==> src/hw/rtl/sha1h_pkg.sv <==
// ----------------------------------------------------------------------------
// sha1h_pkg
// Shared types, constants and command/status structs of the SHA-1 hasher.
// ----------------------------------------------------------------------------
package sha1h_pkg;

    localparam int WORD_W       = 32;
    localparam int BLOCK_WORDS  = 16;
    localparam int DIGEST_WORDS = 5;
    localparam int ROUNDS       = 80;
    localparam int ROUND_W      = 7;
    localparam int POS_W        = 6;
    localparam int LEN_W        = 64;
    localparam int CNT_W        = LEN_W - 3;   // byte count; bit length = count * 8
    localparam int EMIT_W       = 3;

    localparam logic [EMIT_W-1:0] LAST_WORD = EMIT_W'(DIGEST_WORDS - 1);

    localparam logic FUNC_ABSORB = 1'b0;
    localparam logic FUNC_FINISH = 1'b1;

    localparam logic [7:0] PAD_MARKER = 8'h80;

    localparam logic [WORD_W-1:0] K_0 = 32'h5a827999;
    localparam logic [WORD_W-1:0] K_1 = 32'h6ed9eba1;
    localparam logic [WORD_W-1:0] K_2 = 32'h8f1bbcdc;
    localparam logic [WORD_W-1:0] K_3 = 32'hca62c1d6;

    localparam logic [WORD_W-1:0] H_INIT [DIGEST_WORDS] = '{
        32'h67452301, 32'hefcdab89, 32'h98badcfe, 32'h10325476, 32'hc3d2e1f0
    };

    typedef enum logic [2:0] {
        ST_IDLE,
        ST_LOAD,
        ST_ROUND,
        ST_ADD,
        ST_EMIT
    } ctrl_state_t;

    typedef enum logic [1:0] {
        PH_ABSORB,
        PH_PAD,
        PH_FINAL
    } phase_t;

    typedef struct packed {
        logic               absorb;     // accepted absorb item
        logic               finish;     // accepted finish item
        logic               load_work;  // a..e <= chaining words
        logic               round;      // one compression round
        logic [ROUND_W-1:0] round_idx;
        logic               add_chain;  // fold a..e into chain, clear block
        logic               write_len;  // with add_chain: length into fresh block
        logic               shift_out;  // advance digest word
        logic               restart;    // back to initial state
    } cmd_t;

    typedef struct packed {
        logic pos_last;   // next byte fills the block
        logic pos_late;   // marker lands in byte 56 or later
        logic cnt_full;   // length cannot grow by another byte
    } sts_t;

endpackage

==> src/hw/rtl/sha1h_datapath.sv <==
// ----------------------------------------------------------------------------
// sha1h_datapath
// Block buffer, message schedule shift line, round unit, chaining words and
// length counter. Acts only on commands from the controller.
// ----------------------------------------------------------------------------
module sha1h_datapath (
    input  logic                           clk,
    input  logic                           rst_n,
    input  sha1h_pkg::cmd_t                cmd,
    input  logic [7:0]                     data_byte,
    output sha1h_pkg::sts_t                sts,
    output logic [sha1h_pkg::WORD_W-1:0]   digest_word,
    output logic                           length_error
);
    import sha1h_pkg::*;

    logic [WORD_W-1:0] blk_reg   [BLOCK_WORDS];
    logic [WORD_W-1:0] blk_next  [BLOCK_WORDS];
    logic [WORD_W-1:0] h_reg     [DIGEST_WORDS];
    logic [WORD_W-1:0] a_reg, b_reg, c_reg, d_reg, e_reg;
    logic [POS_W-1:0]  pos_reg;
    logic [CNT_W-1:0]  cnt_reg;
    logic              ovf_reg;

    logic [WORD_W-1:0] sched_x;
    logic [WORD_W-1:0] w_cur;
    logic [WORD_W-1:0] f_val;
    logic [WORD_W-1:0] k_val;
    logic [WORD_W-1:0] temp;
    logic [LEN_W-1:0]  len;
    logic [7:0]        byte_val;
    logic              byte_we;

    assign len      = {cnt_reg, 3'b000};
    assign byte_val = cmd.finish ? PAD_MARKER : data_byte;
    assign byte_we  = (cmd.absorb && !sts.cnt_full) || cmd.finish;

    assign sts.pos_last = (pos_reg == {POS_W{1'b1}});
    assign sts.pos_late = (pos_reg[POS_W-1:3] == 3'b111);
    assign sts.cnt_full = &cnt_reg;

    assign digest_word  = h_reg[0];
    assign length_error = ovf_reg;

    // shift line keeps W[r-16..r-1] in blk_reg[0..15] during rounds
    always_comb
    begin
        sched_x = blk_reg[13] ^ blk_reg[8] ^ blk_reg[2] ^ blk_reg[0];
        w_cur   = (cmd.round_idx < ROUND_W'(BLOCK_WORDS)) ? blk_reg[0]
                                                          : {sched_x[30:0], sched_x[31]};
        priority if (cmd.round_idx < ROUND_W'(20))
        begin
            f_val = (b_reg & c_reg) ^ (~b_reg & d_reg);
            k_val = K_0;
        end
        else if (cmd.round_idx < ROUND_W'(40))
        begin
            f_val = b_reg ^ c_reg ^ d_reg;
            k_val = K_1;
        end
        else if (cmd.round_idx < ROUND_W'(60))
        begin
            f_val = (b_reg & c_reg) ^ (b_reg & d_reg) ^ (c_reg & d_reg);
            k_val = K_2;
        end
        else
        begin
            f_val = b_reg ^ c_reg ^ d_reg;
            k_val = K_3;
        end
        temp = {a_reg[26:0], a_reg[31:27]} + f_val + e_reg + k_val + w_cur;
    end

    always_comb
    begin
        for (int i = 0; i < BLOCK_WORDS; i++)
        begin
            blk_next[i] = blk_reg[i];
        end
        if (cmd.round)
        begin
            for (int i = 0; i < BLOCK_WORDS - 1; i++)
            begin
                blk_next[i] = blk_reg[i+1];
            end
            blk_next[BLOCK_WORDS-1] = w_cur;
        end
        else if (cmd.add_chain)
        begin
            for (int i = 0; i < BLOCK_WORDS; i++)
            begin
                blk_next[i] = '0;
            end
            if (cmd.write_len)
            begin
                blk_next[14] = len[63:32];
                blk_next[15] = len[31:0];
            end
        end
        else if (byte_we)
        begin
            for (int i = 0; i < BLOCK_WORDS; i++)
            begin
                for (int j = 0; j < 4; j++)
                begin
                    if (pos_reg[5:2] == 4'(i) && pos_reg[1:0] == 2'(j))
                    begin
                        blk_next[i][8*(3-j) +: 8] = byte_val;
                    end
                end
            end
            // short final block: length fits behind the marker
            if (cmd.finish && !sts.pos_late)
            begin
                blk_next[14] = len[63:32];
                blk_next[15] = len[31:0];
            end
        end
    end

    always_ff @(posedge clk or negedge rst_n)
    begin
        if (!rst_n)
        begin
            for (int i = 0; i < BLOCK_WORDS; i++)
            begin
                blk_reg[i] <= '0;
            end
        end
        else
        begin
            for (int i = 0; i < BLOCK_WORDS; i++)
            begin
                blk_reg[i] <= blk_next[i];
            end
        end
    end

    always_ff @(posedge clk or negedge rst_n)
    begin
        if (!rst_n)
        begin
            for (int i = 0; i < DIGEST_WORDS; i++)
            begin
                h_reg[i] <= H_INIT[i];
            end
            pos_reg <= '0;
            cnt_reg <= '0;
            ovf_reg <= 1'b0;
        end
        else
        begin
            if (cmd.absorb)
            begin
                if (sts.cnt_full)
                begin
                    ovf_reg <= 1'b1;
                end
                else
                begin
                    cnt_reg <= cnt_reg + CNT_W'(1);
                    pos_reg <= pos_reg + POS_W'(1);
                end
            end
            if (cmd.add_chain)
            begin
                h_reg[0] <= h_reg[0] + a_reg;
                h_reg[1] <= h_reg[1] + b_reg;
                h_reg[2] <= h_reg[2] + c_reg;
                h_reg[3] <= h_reg[3] + d_reg;
                h_reg[4] <= h_reg[4] + e_reg;
            end
            if (cmd.shift_out)
            begin
                for (int i = 0; i < DIGEST_WORDS - 1; i++)
                begin
                    h_reg[i] <= h_reg[i+1];
                end
            end
            if (cmd.restart)
            begin
                for (int i = 0; i < DIGEST_WORDS; i++)
                begin
                    h_reg[i] <= H_INIT[i];
                end
                pos_reg <= '0;
                cnt_reg <= '0;
                ovf_reg <= 1'b0;
            end
        end
    end

    // working variables carry no reset
    always_ff @(posedge clk)
    begin
        if (cmd.load_work)
        begin
            a_reg <= h_reg[0];
            b_reg <= h_reg[1];
            c_reg <= h_reg[2];
            d_reg <= h_reg[3];
            e_reg <= h_reg[4];
        end
        else if (cmd.round)
        begin
            a_reg <= temp;
            b_reg <= a_reg;
            c_reg <= {b_reg[1:0], b_reg[31:2]};
            d_reg <= c_reg;
            e_reg <= d_reg;
        end
    end

endmodule

==> src/hw/rtl/sha1h_ctrl.sv <==
// ----------------------------------------------------------------------------
// sha1h_ctrl
// Sequencer: item acceptance, round counting, padding phases and digest
// word emission.
// ----------------------------------------------------------------------------
module sha1h_ctrl (
    input  logic            clk,
    input  logic            rst_n,
    input  logic            in_valid,
    input  logic            func,
    input  logic            out_stall,
    input  sha1h_pkg::sts_t sts,
    output logic            in_stall,
    output logic            out_valid,
    output logic            word_last,
    output sha1h_pkg::cmd_t cmd
);
    import sha1h_pkg::*;

    ctrl_state_t         state_reg, state_next;
    phase_t              phase_reg, phase_next;
    logic [ROUND_W-1:0]  round_reg, round_next;
    logic [EMIT_W-1:0]   emit_reg, emit_next;

    assign in_stall  = (state_reg != ST_IDLE);
    assign out_valid = (state_reg == ST_EMIT);
    assign word_last = (emit_reg == LAST_WORD);

    always_ff @(posedge clk or negedge rst_n)
    begin
        if (!rst_n)
        begin
            state_reg <= ST_IDLE;
            phase_reg <= PH_ABSORB;
            round_reg <= '0;
            emit_reg  <= '0;
        end
        else
        begin
            state_reg <= state_next;
            phase_reg <= phase_next;
            round_reg <= round_next;
            emit_reg  <= emit_next;
        end
    end

    always_comb
    begin
        state_next    = state_reg;
        phase_next    = phase_reg;
        round_next    = round_reg;
        emit_next     = emit_reg;
        cmd           = '0;
        cmd.round_idx = round_reg;

        unique case (state_reg)
            ST_IDLE:
            begin
                if (in_valid)
                begin
                    if (func == FUNC_ABSORB)
                    begin
                        cmd.absorb = 1'b1;
                        if (sts.pos_last && !sts.cnt_full)
                        begin
                            phase_next = PH_ABSORB;
                            state_next = ST_LOAD;
                        end
                    end
                    else
                    begin
                        cmd.finish = 1'b1;
                        phase_next = sts.pos_late ? PH_PAD : PH_FINAL;
                        state_next = ST_LOAD;
                    end
                end
            end
            ST_LOAD:
            begin
                cmd.load_work = 1'b1;
                round_next    = '0;
                state_next    = ST_ROUND;
            end
            ST_ROUND:
            begin
                cmd.round = 1'b1;
                if (round_reg == ROUND_W'(ROUNDS - 1))
                begin
                    state_next = ST_ADD;
                end
                else
                begin
                    round_next = round_reg + ROUND_W'(1);
                end
            end
            ST_ADD:
            begin
                cmd.add_chain = 1'b1;
                unique case (phase_reg)
                    PH_PAD:
                    begin
                        cmd.write_len = 1'b1;
                        phase_next    = PH_FINAL;
                        state_next    = ST_LOAD;
                    end
                    PH_FINAL:
                    begin
                        emit_next  = '0;
                        state_next = ST_EMIT;
                    end
                    default:
                    begin
                        state_next = ST_IDLE;
                    end
                endcase
            end
            ST_EMIT:
            begin
                if (!out_stall)
                begin
                    if (emit_reg == LAST_WORD)
                    begin
                        cmd.restart = 1'b1;
                        state_next  = ST_IDLE;
                    end
                    else
                    begin
                        cmd.shift_out = 1'b1;
                        emit_next     = emit_reg + EMIT_W'(1);
                    end
                end
            end
            default:
            begin
                state_next = ST_IDLE;
            end
        endcase
    end

endmodule

==> src/hw/rtl/sha1_stream_hasher.sv <==
// ----------------------------------------------------------------------------
// sha1_stream_hasher
// SHA-1 message hasher fed one byte per item; emits a five-word digest.
// ----------------------------------------------------------------------------
// Input channel (in_valid/in_stall): func=0 absorbs data_byte, func=1 ends
// the message. Output channel (out_valid/out_stall): five digest words, most
// significant first, word_last on the fifth, length_error on all five if
// bytes were dropped past the 2^64-1 bit limit.
// One item is in work at a time; in_stall is high while it is.
// Absorb: the byte that fills a 64-byte block starts a compression (work
// load, 80 rounds at one round per cycle, chain update). Finish: one
// compression before the first digest word, two when the marker lands in
// byte 56 or later and the length needs its own block; then one word per
// cycle while out_stall is low.
// A stalled digest word stays on the port; no input is taken until the last
// word is accepted, after which the hasher is back at its initial value.
// Reset loads the initial chaining words and clears block, length and flag.
// ----------------------------------------------------------------------------
module sha1_stream_hasher (
    input  logic                          clk,
    input  logic                          rst_n,
    input  logic                          in_valid,
    output logic                          in_stall,
    input  logic                          func,
    input  logic [7:0]                    data_byte,
    output logic                          out_valid,
    input  logic                          out_stall,
    output logic [sha1h_pkg::WORD_W-1:0]  digest_word,
    output logic                          word_last,
    output logic                          length_error
);
    import sha1h_pkg::*;

    cmd_t cmd;
    sts_t sts;

    sha1h_ctrl u_ctrl (
        .clk       (clk),
        .rst_n     (rst_n),
        .in_valid  (in_valid),
        .func      (func),
        .out_stall (out_stall),
        .sts       (sts),
        .in_stall  (in_stall),
        .out_valid (out_valid),
        .word_last (word_last),
        .cmd       (cmd)
    );

    sha1h_datapath u_datapath (
        .clk          (clk),
        .rst_n        (rst_n),
        .cmd          (cmd),
        .data_byte    (data_byte),
        .sts          (sts),
        .digest_word  (digest_word),
        .length_error (length_error)
    );

    a_no_input_while_emit: assert property (@(posedge clk) disable iff (!rst_n)
        out_valid |-> in_stall)
        else $error("input taken while digest pending");

    a_add_after_round: assert property (@(posedge clk) disable iff (!rst_n)
        cmd.add_chain |-> $past(cmd.round))
        else $error("chain update without preceding round");

    a_idle_after_last: assert property (@(posedge clk) disable iff (!rst_n)
        (out_valid && !out_stall && word_last) |=> (!out_valid && !in_stall))
        else $error("not idle after last digest word");

    a_round_no_byte: assert property (@(posedge clk) disable iff (!rst_n)
        cmd.round |-> !(cmd.absorb || cmd.finish))
        else $error("byte write during compression");

endmodule
==> config.mk <==
export PLATFORM = sky130hd
export DESIGN_NAME = sha1_stream_hasher
export DESIGN_NICKNAME = d
export VERILOG_FILES = /design/src/hw/rtl/sha1h_pkg.sv /design/src/hw/rtl/sha1h_datapath.sv /design/src/hw/rtl/sha1h_ctrl.sv /design/src/hw/rtl/sha1_stream_hasher.sv
export SDC_FILE = /design/constraint.sdc
export NUM_CORES = 2
export LEC_CHECK = 0
export BUFFER_PORTS_ARGS = -buffer_cell sky130_fd_sc_hd__buf_4
export CAP_MARGIN = 5
export CORE_ASPECT_RATIO = 0.8
export CORE_MARGIN = 3
export CORE_UTILIZATION = 40
export DETAILED_ROUTE_END_ITERATION = 10
export PLACE_DENSITY = 0.54
export SLEW_MARGIN = 15
export SYNTH_ARGS = -nofsm -noshare
export SYNTH_HDL_FRONTEND = slang
export SYNTH_SLANG_ARGS = --single-unit
==> constraint.sdc <==
create_clock -name clk -period 15.4 [get_ports clk]
set_input_delay 3.08 -clock clk [delete_from_list [all_inputs] [get_ports clk]]
set_output_delay 3.08 -clock clk [all_outputs]
set_load 0.1 [all_outputs]
==> metrics.txt <==
# TYPE chip_impl_metric gauge
chip_impl_info{name="run_status",value="completed"} 1
chip_impl_metric{name="num_cts_buffers",unit=""} 102
chip_impl_metric{name="seq_area",unit="µm²"} 23800
chip_impl_metric{name="postRouteAntennaNets",unit=""} 0
chip_impl_metric{name="clk_latency",unit="ps"} 740
chip_impl_info{name="clockRootBuffer",value="sky130_fd_sc_hd__clkbuf_16"} 1
chip_impl_metric{name="grt_util_met1",unit="%"} 36.2
chip_impl_metric{name="initialDrtViolationCount",unit=""} 4254
chip_impl_metric{name="die_width",unit="µm"} 415
chip_impl_info{name="timing.critical_path.to_type",value="flip-flop"} 1
chip_impl_metric{name="core_area",unit="µm²"} 132000
chip_impl_metric{name="initial_utilization",unit="%"} 40.5
chip_impl_metric{name="fin_skew",unit="ps"} 45.8
chip_impl_metric{name="htreeDepth",unit=""} 3
chip_impl_metric{name="postSynthCellCount",unit=""} 6066
chip_impl_metric{name="filler_cell_count",unit=""} 13000
chip_impl_metric{name="total_number_of_yosys_warnings",unit=""} 0
chip_impl_metric{name="syn_area_per_cell",unit="µm²"} 8.83
chip_impl_metric{name="largest_net_degree_at_the_start_of_global_routing",unit=""} 251
chip_impl_metric{name="syn-num-nets",unit=""} 6403
chip_impl_metric{name="cts_num_sinks",unit=""} 915
chip_impl_metric{name="first_global_vias",unit=""} 41300
chip_impl_metric{name="finalNetCount",unit=""} 6227
chip_impl_metric{name="ctsHoldBuffers",unit=""} 0
chip_impl_metric{name="cts_setup_buffers",unit=""} 0
chip_impl_info{name="globalRoute.busiestLayer",value="met1"} 1
chip_impl_metric{name="ioPinCount",unit=""} 49
chip_impl_metric{name="postLayoutCoreUtil",unit="%"} 44.4
chip_impl_metric{name="syn2layout_area_growth",unit="%"} 9.61
chip_impl_metric{name="drt_pass1_iterations",unit=""} 6
chip_impl_info{name="worst_hold_path_type",value="flip-flop to flip-flop"} 1
chip_impl_info{name="cts_tree",value="yes"} 1
chip_impl_metric{name="place_congestion",unit=""} 0.890
chip_impl_metric{name="clk_pin_slew",unit="ps"} 70
chip_impl_metric{name="synth_seq_cells",unit=""} 915
chip_impl_metric{name="grt_antenna_before_repair",unit=""} 4
chip_impl_metric{name="drc",unit=""} 0
chip_impl_metric{name="cp.arrival",unit="ps"} 8060
chip_impl_metric{name="dp_cells",unit=""} 7540
chip_impl_metric{name="gr-usage-all-layers",unit="%"} 23.9
chip_impl_metric{name="drv_slew",unit=""} 0
chip_impl_metric{name="grt_overflow",unit=""} 0
chip_impl_info{name="most_used_flip_flop_cell_after_synthesis",value="sky130_fd_sc_hd__dfrtp_1"} 1
chip_impl_metric{name="flip_flop_count_of_the_largest_register_all_copies_and_words_added",unit=""} 512
chip_impl_metric{name="fin_setup_tns",unit="ps"} 0
chip_impl_metric{name="synth-seq-area-share",unit="%"} 44.4
chip_impl_metric{name="transition_time_at_the_pin_with_the_least_slew_margin",unit="ps"} 1210
chip_impl_metric{name="global_route.usage.met3",unit="%"} 4.90
chip_impl_info{name="setup.worst_path.start_class",value="flip-flop"} 1
chip_impl_metric{name="achievable-frequency",unit="MHz"} 132
chip_impl_metric{name="die_height",unit="µm"} 333
chip_impl_metric{name="setup-violations-final",unit=""} 0
chip_impl_metric{name="final_period_minus_worst_setup_slack",unit="ps"} 7590
chip_impl_metric{name="cap_viol_max_count",unit=""} 0
chip_impl_metric{name="synth_enable_flop_cells",unit=""} 160
chip_impl_metric{name="multiInputGateArea",unit="µm²"} 27400
chip_impl_metric{name="yosys.cell_types.count",unit=""} 81
chip_impl_metric{name="share_of_synthesized_registers_carrying_an_async_set_or_reset",unit="%"} 82.5
chip_impl_metric{name="critPathMaxFanout",unit=""} 37
chip_impl_metric{name="worst-endpoint-required",unit="ps"} 15870
chip_impl_metric{name="routed-via-count",unit=""} 43800
chip_impl_metric{name="port_buffers",unit=""} 48
chip_impl_info{name="setup_repair_after_global_routing_missed_its_margin",value="no"} 1
chip_impl_metric{name="final_instance_count_without_filler_cells",unit=""} 7734
chip_impl_metric{name="routedWlPerCell",unit="µm"} 21.7
chip_impl_metric{name="mappedNetlistArea",unit="µm²"} 53600
chip_impl_metric{name="routed_wl",unit="µm"} 168000
chip_impl_metric{name="post_cts.resized_instances",unit=""} 0
chip_impl_metric{name="worst_slack",unit="ps"} 7810
chip_impl_metric{name="slew-limit-headroom",unit="%"} 19.1
chip_impl_metric{name="min_period_over_period",unit="%"} 49.3
chip_impl_metric{name="post_route_cells_drive_above_1_share",unit="%"} 7.04
chip_impl_metric{name="detailedPlace.worstSlack",unit="ps"} 8070
chip_impl_metric{name="dieArea",unit="µm²"} 138000
chip_impl_metric{name="grt_pass1_wl",unit="µm"} 258000
chip_impl_metric{name="route.detailed.vias_per_inst",unit=""} 5.66
chip_impl_metric{name="timing.final.hold_violations",unit=""} 0
chip_impl_metric{name="clockBufferDepth",unit=""} 3
chip_impl_metric{name="dpl.hpwl",unit="µm"} 113000
chip_impl_metric{name="grt_use_met2",unit="%"} 34.5
chip_impl_metric{name="std_cell_rows",unit=""} 119
chip_impl_info{name="setup_crit_path_kind",value="flip-flop to flip-flop"} 1
==> cells in the mapped netlist, drive strengths merged, types with 6 or more instances <==
master | n | area, µm²
dfstp | 80 | 2100
and2 | 22 | 138
nor2b | 21 | 131
a21o | 103 | 777
a41oi | 8 | 70.1
nor3 | 97 | 485
and3 | 37 | 231
nand2b | 30 | 188
nor2 | 778 | 2920
a22oi | 7 | 52.6
clkbuf | 325 | 1220
o221a | 15 | 169
o221ai | 16 | 140
a211o | 6 | 52.6
mux2i | 40 | 400
dfrtp | 675 | 16900
inv | 221 | 830
o211ai | 13 | 97.6
o21ai | 295 | 1480
and4 | 8 | 72.6
nor4 | 7 | 73.8
o21a | 30 | 225
buf | 62 | 410
a211oi | 36 | 270
fa | 124 | 2480
nand4 | 23 | 159
a221oi | 49 | 429
nor3b | 11 | 82.6
nand2 | 661 | 2480
o31a | 11 | 96.3
nand3b | 8 | 60.1
a21oi | 1301 | 6510
o2111ai | 6 | 52.6
xnor2 | 194 | 1700
xor2 | 104 | 911
a32oi | 10 | 87.6
ha | 200 | 2500
o22ai | 18 | 113
o31ai | 10 | 75.1
a31oi | 47 | 294
o21bai | 21 | 158
edfxtp | 160 | 4800
a21boi | 7 | 52.6
or3 | 31 | 194
nand3 | 93 | 465
==> metrics by stage <==
| step | cell area (µm²) | hold WS (ps) |
|---|---|---|
| after global placement | 55100 | 463 |
| final | 58700 | 482 |
| after detailed placement | 55100 | 474 |
| after global routing | 58700 | 509 |
| after CTS | 58700 | 488 |
| after floorplan | 53600 | 450 |
==> placed cells by master, fill, tap and decap left out, types with 37 or more instances in the layout <==
cell,count
sky130_fd_sc_hd__a21oi_1,1301
sky130_fd_sc_hd__nor2_1,761
sky130_fd_sc_hd__dfrtp_1,675
sky130_fd_sc_hd__nand2_1,657
sky130_fd_sc_hd__o21ai_0,281
sky130_fd_sc_hd__inv_1,220
sky130_fd_sc_hd__ha_1,200
sky130_fd_sc_hd__xnor2_1,194
sky130_fd_sc_hd__edfxtp_1,160
sky130_fd_sc_hd__fa_1,124
sky130_fd_sc_hd__clkbuf_16,106
sky130_fd_sc_hd__xor2_1,104
sky130_fd_sc_hd__a21o_1,100
sky130_fd_sc_hd__buf_4,98
sky130_fd_sc_hd__nor3_1,96
sky130_fd_sc_hd__nand3_1,93
sky130_fd_sc_hd__dfstp_2,80
sky130_fd_sc_hd__a221oi_1,49
sky130_fd_sc_hd__a31oi_1,47
sky130_fd_sc_hd__mux2i_1,40
sky130_fd_sc_hd__and3_1,37
==> per-layer routing <==
| metal | share of wire [%] | wire (µm) |
|---|---|---|
| met5 | 0.0077 | 13 |
| met4 | 2.5 | 4250 |
| met3 | 6.6 | 11200 |
| met2 | 42 | 71200 |
| met1 | 48 | 81400 |
==> cell type report <==
type                            count  area share, %
Clock inverter                     40          0.867
Antenna cell                        2        0.00853
Multi-Input combinational cell   4543           46.7
Sequential cell                   915           40.5
Timing Repair Buffer              107           1.55
Clock buffer                      152           5.14
Inverter                          221           1.41
Tap cell                         1754           3.74
==> worst max-delay path, cell delays in order, from the launching register on <==
cell and delay [ps]:
sky130_fd_sc_hd__dfrtp_1 510, sky130_fd_sc_hd__a41oi_1 320, sky130_fd_sc_hd__nand2_1 130, sky130_fd_sc_hd__buf_4 430
sky130_fd_sc_hd__nand2_1 100, sky130_fd_sc_hd__buf_4 290, sky130_fd_sc_hd__o221a_2 330, sky130_fd_sc_hd__fa_1 510
sky130_fd_sc_hd__inv_1 60, sky130_fd_sc_hd__fa_1 520, sky130_fd_sc_hd__fa_1 500, sky130_fd_sc_hd__inv_1 70
sky130_fd_sc_hd__ha_1 170, sky130_fd_sc_hd__inv_1 60, sky130_fd_sc_hd__fa_1 390, sky130_fd_sc_hd__nor2b_1 150
sky130_fd_sc_hd__o31a_1 220, sky130_fd_sc_hd__o211ai_1 180, sky130_fd_sc_hd__a21oi_1 470, sky130_fd_sc_hd__o21ai_0 280
sky130_fd_sc_hd__o311ai_0 610, sky130_fd_sc_hd__nand3_1 250, sky130_fd_sc_hd__a22oi_1 240, sky130_fd_sc_hd__a21oi_1 110
sky130_fd_sc_hd__xnor2_1 120, sky130_fd_sc_hd__mux2_2 260
==> final timing paths <==
| kind | start | slack [ps] | endpoint | depth (start not counted) |
|---|---|---|---|---|
| min reg2reg | u_datapath.blk_reg[3] | 480 | u_datapath.blk_reg[3] | 2 |
| max | u_ctrl.round_reg[4] | 7810 | u_datapath.a_reg[31] | 25 |
| min in group asynchronous | rst_n | 2430 | u_datapath.blk_reg[299] | 1 |
| max in group asynchronous | rst_n | 9880 | u_datapath.h_reg[16] | 4 |
| max reg2reg | u_ctrl.round_reg[4] | 7810 | u_datapath.a_reg[31] | 25 |
| min | u_datapath.blk_reg[3] | 480 | u_datapath.blk_reg[3] | 2 |
==> kinds of logic (layout without fill, tap and decap cells) <==
family	count (synthesis)	in the layout	synth area share [%]
other cells	0	2	0
mux	42	42	0.790
flops	915	915	44.4
buf+inv	608	520	4.59
compound gates	2041	2041	21.5
xor+xnor	298	298	4.87
simple gates	1838	1838	14.5
fa+ha+maj	324	324	9.31
Power is left out: the tool's default activity adds up to more than one toggle a clock period on the data nets, which glitch-free logic cannot reach.
